**src/design/aeps_pkg.sv**
```systemverilog
// Shared types and codes for the active/expired priority scheduler.
package aeps_pkg;

   // Operation codes carried in the request beat
   localparam logic [1:0] OP_ADD  = 2'd0;
   localparam logic [1:0] OP_GET  = 2'd1;
   localparam logic [1:0] OP_TEST = 2'd2;

   // Sequencer states
   localparam logic [1:0] ST_IDLE = 2'd0;
   localparam logic [1:0] ST_EXEC = 2'd1;
   localparam logic [1:0] ST_FIN  = 2'd2;

   localparam int PID_W = 8;

   // Request beat, last field in the low bits
   typedef struct packed {
      logic [2:0]       static_prio;
      logic signed [2:0] dyn_prio;
      logic [PID_W-1:0] proc_id;
      logic [1:0]       op;
   } req_beat_type;

   // Response beat, last field in the low bits, zero padded to 16 bits
   typedef struct packed {
      logic [2:0]       pad;
      logic             queue_full;
      logic             preempt;
      logic [1:0]       level;
      logic [PID_W-1:0] out_proc_id;
      logic             got_process;
   } rsp_beat_type;

endpackage

```
**src/design/aeps_ram.sv**
```systemverilog
// Generic single-write, single-read RAM with registered read data.
module aeps_ram #(
   parameter int WIDTH = 8,
   parameter int DEPTH = 128
) (
   input  logic                     clock,
   input  logic                     we,
   input  logic [$clog2(DEPTH)-1:0] waddr,
   input  logic [WIDTH-1:0]         wdata,
   input  logic                     re,
   input  logic [$clog2(DEPTH)-1:0] raddr,
   output logic [WIDTH-1:0]         rdata
);

   logic [WIDTH-1:0] mem_ff [DEPTH];
   logic [WIDTH-1:0] rdata_ff;

   always_ff @(posedge clock) begin
      if (we) begin
         mem_ff[waddr] <= wdata;
      end
      if (re) begin
         rdata_ff <= mem_ff[raddr];
      end
   end

   assign rdata = rdata_ff;

endmodule

```
**src/design/aeps_ptr_unit.sv**
```systemverilog
// Shared modulo-depth pointer adder: tail slot on add, head advance on get.
module aeps_ptr_unit #(
   parameter int QUEUE_DEPTH = 16
) (
   input  logic [$clog2(QUEUE_DEPTH)-1:0]   base,
   input  logic [$clog2(QUEUE_DEPTH+1)-1:0] step,
   output logic [$clog2(QUEUE_DEPTH)-1:0]   next
);

   localparam int HW = $clog2(QUEUE_DEPTH);
   localparam int SW = $clog2(QUEUE_DEPTH + 1) + 1;

   logic [SW-1:0] sum;

   // base < depth and step <= depth, so one conditional subtract wraps it
   assign sum  = SW'(base) + SW'(step);
   assign next = (sum >= SW'(QUEUE_DEPTH)) ? HW'(sum - SW'(QUEUE_DEPTH)) : HW'(sum);

endmodule

```
**src/design/aeps_prio_enc.sv**
```systemverilog
// Highest-set-bit encoder over one bank's occupancy bits.
module aeps_prio_enc #(
   parameter int MAX_PRIO = 4
) (
   input  logic [MAX_PRIO-1:0]         occ,
   output logic                        found,
   output logic [$clog2(MAX_PRIO)-1:0] level
);

   localparam int LW = $clog2(MAX_PRIO);

   always_comb begin
      found = 1'b0;
      level = '0;
      for (int i = 0; i < MAX_PRIO; i++) begin
         if (occ[i]) begin
            found = 1'b1;
            level = LW'(i);
         end
      end
   end

endmodule

```
**src/design/active_expired_priority_scheduler.sv**
```systemverilog
// Top level of the active/expired priority scheduler.
// Usage:
//  - req channel (req_tvalid/req_tready/req_tdata) takes one operation per beat:
//    add a process, get the next process, or test preemption of a level.
//  - rsp channel returns exactly one beat per request, in request order.
//  - csr channel writes preempt_enable; write it only while the block is idle.
// Timing: a request is taken in the idle state, passes through the execute
// step (queue select, pointer update, queue RAM access) and then the finish
// step (RAM read data lands, response register loads). Ready returns as the
// response register loads, so a new request is taken only once the last one
// has left the finish step; the idle/execute/finish sequence is set by the
// registered queue RAM read.
// A response waiting in the output register does not block the next request;
// only a second finished result waits in the finish step until rsp_tready.
// Reset (synchronous) empties all queues, selects bank 0 as active, clears
// preempt_enable and drops any pending response. Queue RAM is not cleared:
// entries are read only after they have been written.
module active_expired_priority_scheduler
   import aeps_pkg::*;
#(
   parameter int MAX_PRIO    = 4,
   parameter int QUEUE_DEPTH = 16
) (
   input  logic        clock,
   input  logic        reset,
   // req_tdata: op[1:0], proc_id[9:2], dyn_prio[12:10], static_prio[15:13]
   input  logic        req_tvalid,
   output logic        req_tready,
   input  logic [15:0] req_tdata,
   // rsp_tdata: got_process[0], out_proc_id[8:1], level[10:9], preempt[11],
   //            queue_full[12], zero[15:13]
   output logic        rsp_tvalid,
   input  logic        rsp_tready,
   output logic [15:0] rsp_tdata,
   // preempt_enable write
   input  logic        csr_valid,
   output logic        csr_ready,
   input  logic        csr_data
);

   localparam int LW         = $clog2(MAX_PRIO);
   localparam int HW         = $clog2(QUEUE_DEPTH);
   localparam int CNT_W      = $clog2(QUEUE_DEPTH + 1);
   localparam int WORDS      = 2 * MAX_PRIO * QUEUE_DEPTH;
   localparam int BANK_WORDS = MAX_PRIO * QUEUE_DEPTH;
   localparam int AW         = $clog2(WORDS);

   // ---------------- state ----------------
   logic [1:0]       state_ff, state_in;
   req_beat_type     req_ff, req_in;
   logic [HW-1:0]    head_ff  [2][MAX_PRIO];
   logic [HW-1:0]    head_in  [2][MAX_PRIO];
   logic [CNT_W-1:0] count_ff [2][MAX_PRIO];
   logic [CNT_W-1:0] count_in [2][MAX_PRIO];
   logic [MAX_PRIO-1:0] occ_ff [2];
   logic [MAX_PRIO-1:0] occ_in [2];
   logic             active_ff, active_in;
   logic             pen_ff, pen_in;
   // result of the execute step, held for the finish step
   logic             res_got_ff, res_got_in;
   logic [LW-1:0]    res_lvl_ff, res_lvl_in;
   logic             res_pre_ff, res_pre_in;
   logic             res_full_ff, res_full_in;
   // output register
   logic             rsp_valid_ff, rsp_valid_in;
   rsp_beat_type     rsp_data_ff, rsp_data_in;

   // ---------------- execute-step datapath ----------------
   logic             req_fire, exec, load_out;
   logic             is_add, is_get, is_test;
   logic             other_bank, swap, eff_bank;
   logic             expired;
   logic signed [4:0] add_raw;
   logic [LW-1:0]    add_lvl;
   logic             add_bank;
   logic             scan_found;
   logic [LW-1:0]    scan_lvl;
   logic             q_bank;
   logic [LW-1:0]    q_lvl;
   logic [HW-1:0]    cur_head;
   logic [CNT_W-1:0] cur_count;
   logic             is_full;
   logic [CNT_W-1:0] ptr_step;
   logic [HW-1:0]    ptr_next;
   logic [HW-1:0]    slot_sel;
   logic [AW-1:0]    ram_addr;
   logic             ram_we, ram_re;
   logic [PID_W-1:0] ram_rdata;
   logic             lvl_below;

   assign req_tready = (state_ff == ST_IDLE);
   assign req_fire   = req_tvalid && req_tready;
   assign csr_ready  = 1'b1;
   assign exec       = (state_ff == ST_EXEC);
   assign load_out   = (state_ff == ST_FIN) && (!rsp_valid_ff || rsp_tready);

   assign is_add  = (req_ff.op == OP_ADD);
   assign is_get  = (req_ff.op == OP_GET);
   assign is_test = (req_ff.op == OP_TEST);

   // a get on an empty active bank swaps in the expired bank if it has work
   assign other_bank = ~active_ff;
   assign swap       = is_get && (occ_ff[active_ff] == '0) && (occ_ff[other_bank] != '0);
   assign eff_bank   = active_ff ^ swap;

   aeps_prio_enc #(
      .MAX_PRIO (MAX_PRIO)
   ) u_prio_enc (
      .occ   (occ_ff[eff_bank]),
      .found (scan_found),
      .level (scan_lvl)
   );

   // add target level: expired processes go by static priority, saturated
   assign expired = (req_ff.dyn_prio == -3'sd1);
   assign add_raw = expired ? ($signed({2'b00, req_ff.static_prio}) - 5'sd1)
                            : 5'(req_ff.dyn_prio);
   always_comb begin
      if (add_raw < 5'sd0) begin
         add_lvl = '0;
      end else if (add_raw > 5'(MAX_PRIO - 1)) begin
         add_lvl = LW'(MAX_PRIO - 1);
      end else begin
         add_lvl = LW'(add_raw);
      end
   end
   assign add_bank = expired ? other_bank : active_ff;

   assign q_bank    = is_add ? add_bank : eff_bank;
   assign q_lvl     = is_add ? add_lvl : scan_lvl;
   assign cur_head  = head_ff[q_bank][q_lvl];
   assign cur_count = count_ff[q_bank][q_lvl];
   assign is_full   = (cur_count == CNT_W'(QUEUE_DEPTH));

   // shared pointer adder: head+count for the tail slot, head+1 on a pop
   assign ptr_step = is_add ? cur_count : CNT_W'(1);

   aeps_ptr_unit #(
      .QUEUE_DEPTH (QUEUE_DEPTH)
   ) u_ptr_unit (
      .base (cur_head),
      .step (ptr_step),
      .next (ptr_next)
   );

   assign slot_sel = is_add ? ptr_next : cur_head;
   assign ram_addr = (q_bank ? AW'(BANK_WORDS) : AW'(0))
                   + AW'(q_lvl) * AW'(QUEUE_DEPTH) + AW'(slot_sel);
   assign ram_we   = exec && is_add && !is_full;
   assign ram_re   = exec && is_get && scan_found;

   aeps_ram #(
      .WIDTH (PID_W),
      .DEPTH (WORDS)
   ) u_queue_ram (
      .clock (clock),
      .we    (ram_we),
      .waddr (ram_addr),
      .wdata (req_ff.proc_id),
      .re    (ram_re),
      .raddr (ram_addr),
      .rdata (ram_rdata)
   );

   // signed test: negative dyn_prio is below every occupied level
   localparam int CMP_W = (LW > 2) ? LW : 2;
   assign lvl_below = req_ff.dyn_prio[2] || (CMP_W'(req_ff.dyn_prio[1:0]) < CMP_W'(scan_lvl));

   // ---------------- next state ----------------
   always_comb begin
      state_in     = state_ff;
      req_in       = req_ff;
      head_in      = head_ff;
      count_in     = count_ff;
      occ_in       = occ_ff;
      active_in    = active_ff;
      pen_in       = pen_ff;
      res_got_in   = res_got_ff;
      res_lvl_in   = res_lvl_ff;
      res_pre_in   = res_pre_ff;
      res_full_in  = res_full_ff;
      rsp_valid_in = rsp_valid_ff;
      rsp_data_in  = rsp_data_ff;

      if (csr_valid && csr_ready) begin
         pen_in = csr_data;
      end

      if (rsp_valid_ff && rsp_tready) begin
         rsp_valid_in = 1'b0;
      end

      case (state_ff)
         ST_IDLE: begin
            if (req_fire) begin
               req_in   = req_beat_type'(req_tdata);
               state_in = ST_EXEC;
            end
         end
         ST_EXEC: begin
            res_got_in  = 1'b0;
            res_lvl_in  = '0;
            res_pre_in  = 1'b0;
            res_full_in = 1'b0;
            if (is_add) begin
               res_lvl_in  = add_lvl;
               res_full_in = is_full;
               if (!is_full) begin
                  count_in[q_bank][q_lvl] = cur_count + CNT_W'(1);
                  occ_in[q_bank][q_lvl]   = 1'b1;
               end
            end else if (is_get) begin
               active_in = eff_bank;
               if (scan_found) begin
                  res_got_in = 1'b1;
                  res_lvl_in = scan_lvl;
                  head_in[q_bank][q_lvl]  = ptr_next;
                  count_in[q_bank][q_lvl] = cur_count - CNT_W'(1);
                  if (cur_count == CNT_W'(1)) begin
                     occ_in[q_bank][q_lvl] = 1'b0;
                  end
               end
            end else if (is_test) begin
               res_pre_in = pen_ff && scan_found && lvl_below;
            end
            state_in = ST_FIN;
         end
         ST_FIN: begin
            if (load_out) begin
               rsp_valid_in            = 1'b1;
               rsp_data_in.pad         = '0;
               rsp_data_in.got_process = res_got_ff;
               rsp_data_in.out_proc_id = res_got_ff ? ram_rdata : '0;
               rsp_data_in.level       = 2'(res_lvl_ff);
               rsp_data_in.preempt     = res_pre_ff;
               rsp_data_in.queue_full  = res_full_ff;
               state_in                = ST_IDLE;
            end
         end
         default: begin
            state_in = ST_IDLE;
         end
      endcase
   end

   // ---------------- registers ----------------
   always_ff @(posedge clock) begin
      if (reset) begin
         state_ff     <= ST_IDLE;
         active_ff    <= 1'b0;
         pen_ff       <= 1'b0;
         rsp_valid_ff <= 1'b0;
         for (int b = 0; b < 2; b++) begin
            occ_ff[b] <= '0;
            for (int l = 0; l < MAX_PRIO; l++) begin
               head_ff[b][l]  <= '0;
               count_ff[b][l] <= '0;
            end
         end
      end else begin
         state_ff     <= state_in;
         active_ff    <= active_in;
         pen_ff       <= pen_in;
         rsp_valid_ff <= rsp_valid_in;
         occ_ff       <= occ_in;
         head_ff      <= head_in;
         count_ff     <= count_in;
      end
   end

   always_ff @(posedge clock) begin
      req_ff      <= req_in;
      res_got_ff  <= res_got_in;
      res_lvl_ff  <= res_lvl_in;
      res_pre_ff  <= res_pre_in;
      res_full_ff <= res_full_in;
      rsp_data_ff <= rsp_data_in;
   end

   assign rsp_tvalid = rsp_valid_ff;
   assign rsp_tdata  = rsp_data_ff;

   // ---------------- checks ----------------
   logic occ_bad;
   logic count_bad;

   always_comb begin
      occ_bad   = 1'b0;
      count_bad = 1'b0;
      for (int b = 0; b < 2; b++) begin
         for (int l = 0; l < MAX_PRIO; l++) begin
            if (occ_ff[b][l] != (count_ff[b][l] != '0)) begin
               occ_bad = 1'b1;
            end
            if (count_ff[b][l] > CNT_W'(QUEUE_DEPTH)) begin
               count_bad = 1'b1;
            end
         end
      end
   end

   a_occ_tracks_count: assert property (@(posedge clock) disable iff (reset) !occ_bad)
      else $error("occupancy bit out of step with queue count");

   a_count_bound: assert property (@(posedge clock) disable iff (reset) !count_bad)
      else $error("queue count above depth");

   a_accept_to_exec: assert property (@(posedge clock) disable iff (reset)
      req_fire |=> state_ff == ST_EXEC)
      else $error("accepted request did not enter execute step");

   a_fin_after_exec: assert property (@(posedge clock) disable iff (reset)
      state_ff == ST_EXEC |=> state_ff == ST_FIN)
      else $error("execute step not followed by finish step");

   a_get_pops_occupied: assert property (@(posedge clock) disable iff (reset)
      exec && is_get && (occ_ff[0] != '0 || occ_ff[1] != '0) |-> scan_found)
      else $error("get found nothing while a bank holds work");

endmodule
```
**config.mk**
```make
export PLATFORM = sky130hd
export DESIGN_NAME = active_expired_priority_scheduler
export DESIGN_NICKNAME = d
export VERILOG_FILES = /design/src/design/aeps_pkg.sv /design/src/design/aeps_ram.sv /design/src/design/aeps_ptr_unit.sv /design/src/design/aeps_prio_enc.sv /design/src/design/active_expired_priority_scheduler.sv
export SDC_FILE = /design/constraint.sdc
export NUM_CORES = 1
export LEC_CHECK = 0
export ABC_AREA = 1
export BUFFER_PORTS_ARGS = -buffer_cell sky130_fd_sc_hd__buf_2
export CELL_PAD_IN_SITES_DETAIL_PLACEMENT = 1
export CELL_PAD_IN_SITES_GLOBAL_PLACEMENT = 2
export CORE_ASPECT_RATIO = 0.7
export CORE_MARGIN = 3
export CORE_UTILIZATION = 30
export CTS_CLUSTER_SIZE = 24
export DETAILED_ROUTE_END_ITERATION = 7
export GPL_TIMING_DRIVEN = 0
export PLACE_DENSITY = 0.63
export SETUP_SLACK_MARGIN = 0.05
export SYNTH_ARGS = -nofsm -noshare
export SYNTH_HDL_FRONTEND = slang
export SYNTH_SLANG_ARGS = --single-unit
```
**constraint.sdc**
```tcl
create_clock -name clock -period 7.3 [get_ports clock]
set_clock_uncertainty 0.2 [all_clocks]
set_input_delay 0.73 -clock clock [delete_from_list [all_inputs] [get_ports clock]]
set_output_delay 0.73 -clock clock [all_outputs]
set_load 0.05 [all_outputs]
```
==> out/results.txt <==
In this run the remaining antenna-violating nets after routing total 0. Summing every instance area after synthesis gives 51100 um2. Setup repair after global routing could not meet its margin everywhere. For the detailed-route wire length on metal 1, the log shows 110 mm.

The floorplan die area is 175000 um2, and the number of buffers added on ports is 36. The mean post-synth cell area was 9.90 um2; the area of the placeable core was 169000 um2. Pin placement for this block handled 41 I/O pins. The post-synthesis to final-layout area growth is 17.9%.

The run finished with clean final reports. The worst setup path is launched from a register. The tools report the leakage power total as 23.8 nW. Buffers inserted during clock tree synthesis total 118. The number of antenna violations at the first check in global routing was 14; the global placement routability congestion was 0.872. Wire length of the first global-routing pass: 295 mm. The worst path meets setup with 0.359 ns of slack. The number of instances on the worst hold path is 4. For this run, the number of Yosys warnings is 0. The power density of the placed cells was 251 nW/um2. OpenSTA, run right after detailed placement, puts the worst setup slack at -1.53 ns. Slew of the pin with the lowest slew margin: 1.15 ns. The detailed router finished its first iteration with 4406 violations. The number of hold-slack violations in the final timing report was 0.

The run gives 23.9% as the total global-route track usage. Final hold analysis gives a worst-case slack of 0.122 ns. At the later pin of the worst-skew pair, clock insertion delay measures 0.77 ns. For the via count of the first global-routing pass, the log shows 37500. Maximum VDD drop: 0.000204 V.

For this run, design rule violations remaining after detail routing come to 0. The run gives 126 as the row count. TritonCTS built the clock tree. On the worst path, the slowest cell contributes a delay of 0.52 ns. The slowest stage of the critical path belongs to the cell sky130_fd_sc_hd__buf_4.

Static timing analysis puts the maximum clock frequency at 0.144 GHz. The tool flagged a number of max-cap violations equal to 0. The flop and latch count out of synthesis came out at 1151. Worst flop-to-flop path endpoint: u_queue_ram.mem_ff[1][6]. The vertical die dimension works out to 351 um.

STA puts the critical path data arrival time at 7.22 ns. The register area share after synthesis was 66.0%. The tools report the overall via count from detail_route as 38800.

The min-delay analysis places its worst path in the category input port to register. The startpoint identified for the worst hold timing path is reset. The path with the worst hold slack has its endpoint at active_ff.

For the number of setup violations in the final report, the log shows 0. The tools report the number of search-and-repair iterations in the first detailed-routing pass as 7. The routed design has 212 mm of wire.

The worst setup path is captured at a register. Headroom to the max-slew limit came out at 23.0%. The deepest clock path buffer count was 3; the share of final-layout standard cells stronger than drive strength 1 was 12.7%. Dividing the detail-routed via count by the number of cells gives 5.01.

The share of the clock period used by the worst path came out at 95.1%. The overall power after layout is 15.1 mW, and the worst reg2reg path depth is 25. In this run the register-to-register setup slack is 0.36 ns. The synthesized netlist contains 45 unique library cells.

Entering global routing, the biggest net connects 25 pins. The clock net in this run drives a total of 1151 sinks. Counting flops with a built-in enable in the synthesized netlist gives 1066.

In this run the worst path has a maximum fanout of 11. The wire-length estimate of the detail-placed layout is 156 mm. In the synthesized netlist the dominant register cell turns out to be sky130_fd_sc_hd__edfxtp_1. Once the floorplan was initialized, standard cells occupied 30.3% of the core. The clock period could shrink to 6.94 ns. The horizontal die dimension was 499 um. The highest layer touched by signal routing is met4.

The tree is rooted in a sky130_fd_sc_hd__clkbuf_16. After detailed routing, the average wire length per cell comes to 27.4 um. The count of H-tree levels built during CTS was 3. The met2 wire length was 82.7 mm. The tools report the remaining global-route overflow as 0. The setup path with the least slack is of type register to register. The logs give 0 for the final max-slew violation count and 7.58 ns for the required time of the critical path.

For the total met3 wirelength after detailed routing, the log shows 16.2 mm. In the synthesized netlist the async set-or-reset flop fraction comes to 0%. The cell count after synthesis came out at 5160.

Clock-pin slew was measured on the worst setup and hold paths at 0.06 ns. The startpoint identified for the worst register-to-register timing path is req_ff[11]. The net count of the finished layout is 5428.
[cell usage in the layout, fill, tap and decap left out, types with 9 or more instances in the layout]
cell / count
sky130_fd_sc_hd__a21oi_1: 74
sky130_fd_sc_hd__buf_16: 49
sky130_fd_sc_hd__buf_2: 151
sky130_fd_sc_hd__buf_4: 32
sky130_fd_sc_hd__buf_6: 44
sky130_fd_sc_hd__buf_8: 9
sky130_fd_sc_hd__clkbuf_1: 83
sky130_fd_sc_hd__clkbuf_16: 121
sky130_fd_sc_hd__clkbuf_2: 29
sky130_fd_sc_hd__clkbuf_4: 14
sky130_fd_sc_hd__clkinv_1: 19
sky130_fd_sc_hd__clkinv_2: 15
sky130_fd_sc_hd__dfxtp_1: 85
sky130_fd_sc_hd__dlygate4sd3_1: 20
sky130_fd_sc_hd__edfxtp_1: 1066
sky130_fd_sc_hd__inv_1: 448
sky130_fd_sc_hd__inv_2: 17
sky130_fd_sc_hd__nand2_1: 1843
sky130_fd_sc_hd__nand2_2: 36
sky130_fd_sc_hd__nand2_4: 11
sky130_fd_sc_hd__nand3_1: 442
sky130_fd_sc_hd__nor2_1: 262
sky130_fd_sc_hd__nor2_2: 53
sky130_fd_sc_hd__nor2_4: 63
sky130_fd_sc_hd__o21ai_0: 218
sky130_fd_sc_hd__o21ai_1: 176
sky130_fd_sc_hd__o22ai_1: 17
[area by class of cell]
type	count	area, um2
Antenna cell	5	12.5
Buffer	279	1710
Clock buffer	167	3280
Clock inverter	50	455
Fill cell	18800	109000
Inverter	466	1750
Multi-Input combinational cell	3262	14600
Sequential cell	1151	33700
Tap cell	2240	2800
Timing Repair Buffer	119	1920
[Yosys cell counts, types with 4 or more instances]
cell type,instances,area [um2]
sky130_fd_sc_hd__buf_2,137,686
sky130_fd_sc_hd__edfxtp_1,1066,32000
sky130_fd_sc_hd__dfxtp_1,85,1700
sky130_fd_sc_hd__ha_1,9,113
sky130_fd_sc_hd__nand3_4,4,70.1
sky130_fd_sc_hd__o211ai_1,7,52.6
sky130_fd_sc_hd__or2_2,7,43.8
sky130_fd_sc_hd__nand3_2,7,70.1
sky130_fd_sc_hd__nand4_1,4,25.0
sky130_fd_sc_hd__nand2_1,1849,6940
sky130_fd_sc_hd__nand3_1,442,2210
sky130_fd_sc_hd__nor2_2,19,119
sky130_fd_sc_hd__clkbuf_1,75,282
sky130_fd_sc_hd__o21ai_0,218,1090
sky130_fd_sc_hd__xor2_1,5,43.8
sky130_fd_sc_hd__buf_4,31,233
sky130_fd_sc_hd__a21oi_1,74,370
sky130_fd_sc_hd__buf_6,33,372
sky130_fd_sc_hd__nand2_2,33,206
sky130_fd_sc_hd__nor2_1,354,1330
sky130_fd_sc_hd__o21ai_1,176,881
sky130_fd_sc_hd__buf_1,6,22.5
sky130_fd_sc_hd__nand2_4,9,101
sky130_fd_sc_hd__inv_1,448,1680
sky130_fd_sc_hd__nor2_4,5,56.3
sky130_fd_sc_hd__o22ai_1,17,106
sky130_fd_sc_hd__inv_2,17,63.8
[worst max-delay path by stage]
stage	startpoint	end	depth (start not counted)
2_1_floorplan	req_ff[1]	u_queue_ram.mem_ff[114][0]	30
3_3_place_gp	req_ff[11]	u_queue_ram.mem_ff[69][3]	25
3_5_place_dp	req_ff[11]	u_queue_ram.mem_ff[69][3]	25
4_1_cts	req_ff[11]	u_queue_ram.mem_ff[80][3]	25
5_1_grt	req_ff[11]	u_queue_ram.rdata[3]	31
6_report	req_ff[11]	u_queue_ram.mem_ff[1][6]	25
[critical path: cells and delay by family (launching register included)]
| family | cells | cell delay (ns) |
|---|---|---|
| fa+ha+maj | 2 | 0.70 |
| simple gates | 14 | 2.98 |
| buf+inv | 7 | 1.95 |
| compound gates | 2 | 0.33 |
| flops | 1 | 0.41 |
[report_power, final]
| group | internal, mW | switching, mW | total (mW) |
|---|---|---|---|
| combinational | 0.441 | 1.31 | 1.75 |
| sequential | 7.23 | 0.0185 | 7.25 |
| clock | 3.34 | 2.76 | 6.10 |
[layer usage]
metal | global-route usage [%] | vias up
met5 | 0 | -
met3 | 4.11 | 185
met2 | 32.4 | 1337
met1 | 39.2 | 19800
li1 | - | 17500
met4 | 3.92 | 0
[logic make-up (layout without fill, tap and decap cells)]
logic type | after synthesis | after routing | synth area share (%)
and+or+nand+nor | 2742 | 2742 | 22.0
other | 2 | 9 | 0.0147
buffers and inverters | 749 | 1081 | 6.59
xor gates and xnor gates | 7 | 7 | 0.135
AOI/OAI and AO/OA | 499 | 499 | 5.03
adders and majority gates | 9 | 9 | 0.220
DFF | 1151 | 1151 | 66.0
muxes | 1 | 1 | 0.0196
[registers in the layout (all words and copies together), names as in the netlist, named ones only]
register	cells
u_queue_ram.rdata	8
active_ff	1
res_pre_ff	1
req_ff	16
res_lvl_ff	2
pen_ff	1
rsp_tdata	13
state_ff	2
count_ff	32
rsp_tvalid	1
res_full_ff	1
u_queue_ram.mem_ff	1024
head_ff	32
res_got_ff	1
[stage by stage]
stage | TNS (ns) | util (%) | std cells | area (um2)
after floorplan | 0 | - | 5162 | 51100
after global placement | -662.73 | 32.0 | 7438 | 54100
after detailed placement | -669.20 | 32.9 | 7498 | 55600
after CTS | -1.83 | 35.5 | 7731 | 59900
after global routing | 0 | 35.7 | 7735 | 60200
final | 0 | 35.7 | 7739 | 60300
[timing repair]
| item | CTS | global route |
|---|---|---|
| pin swaps | 0 | 1 |
| setup buffers | 0 | 2 |
| hold buffers | 20 | 0 |
| endpoints found under the hold margin | 19 | 0 |
| cloned | 0 | 0 |
| setup endpoints to repair | 968 | 1032 |
| gates resized for setup | 111 | 116 |
Note: power is estimated with default switching activity, not from simulation.
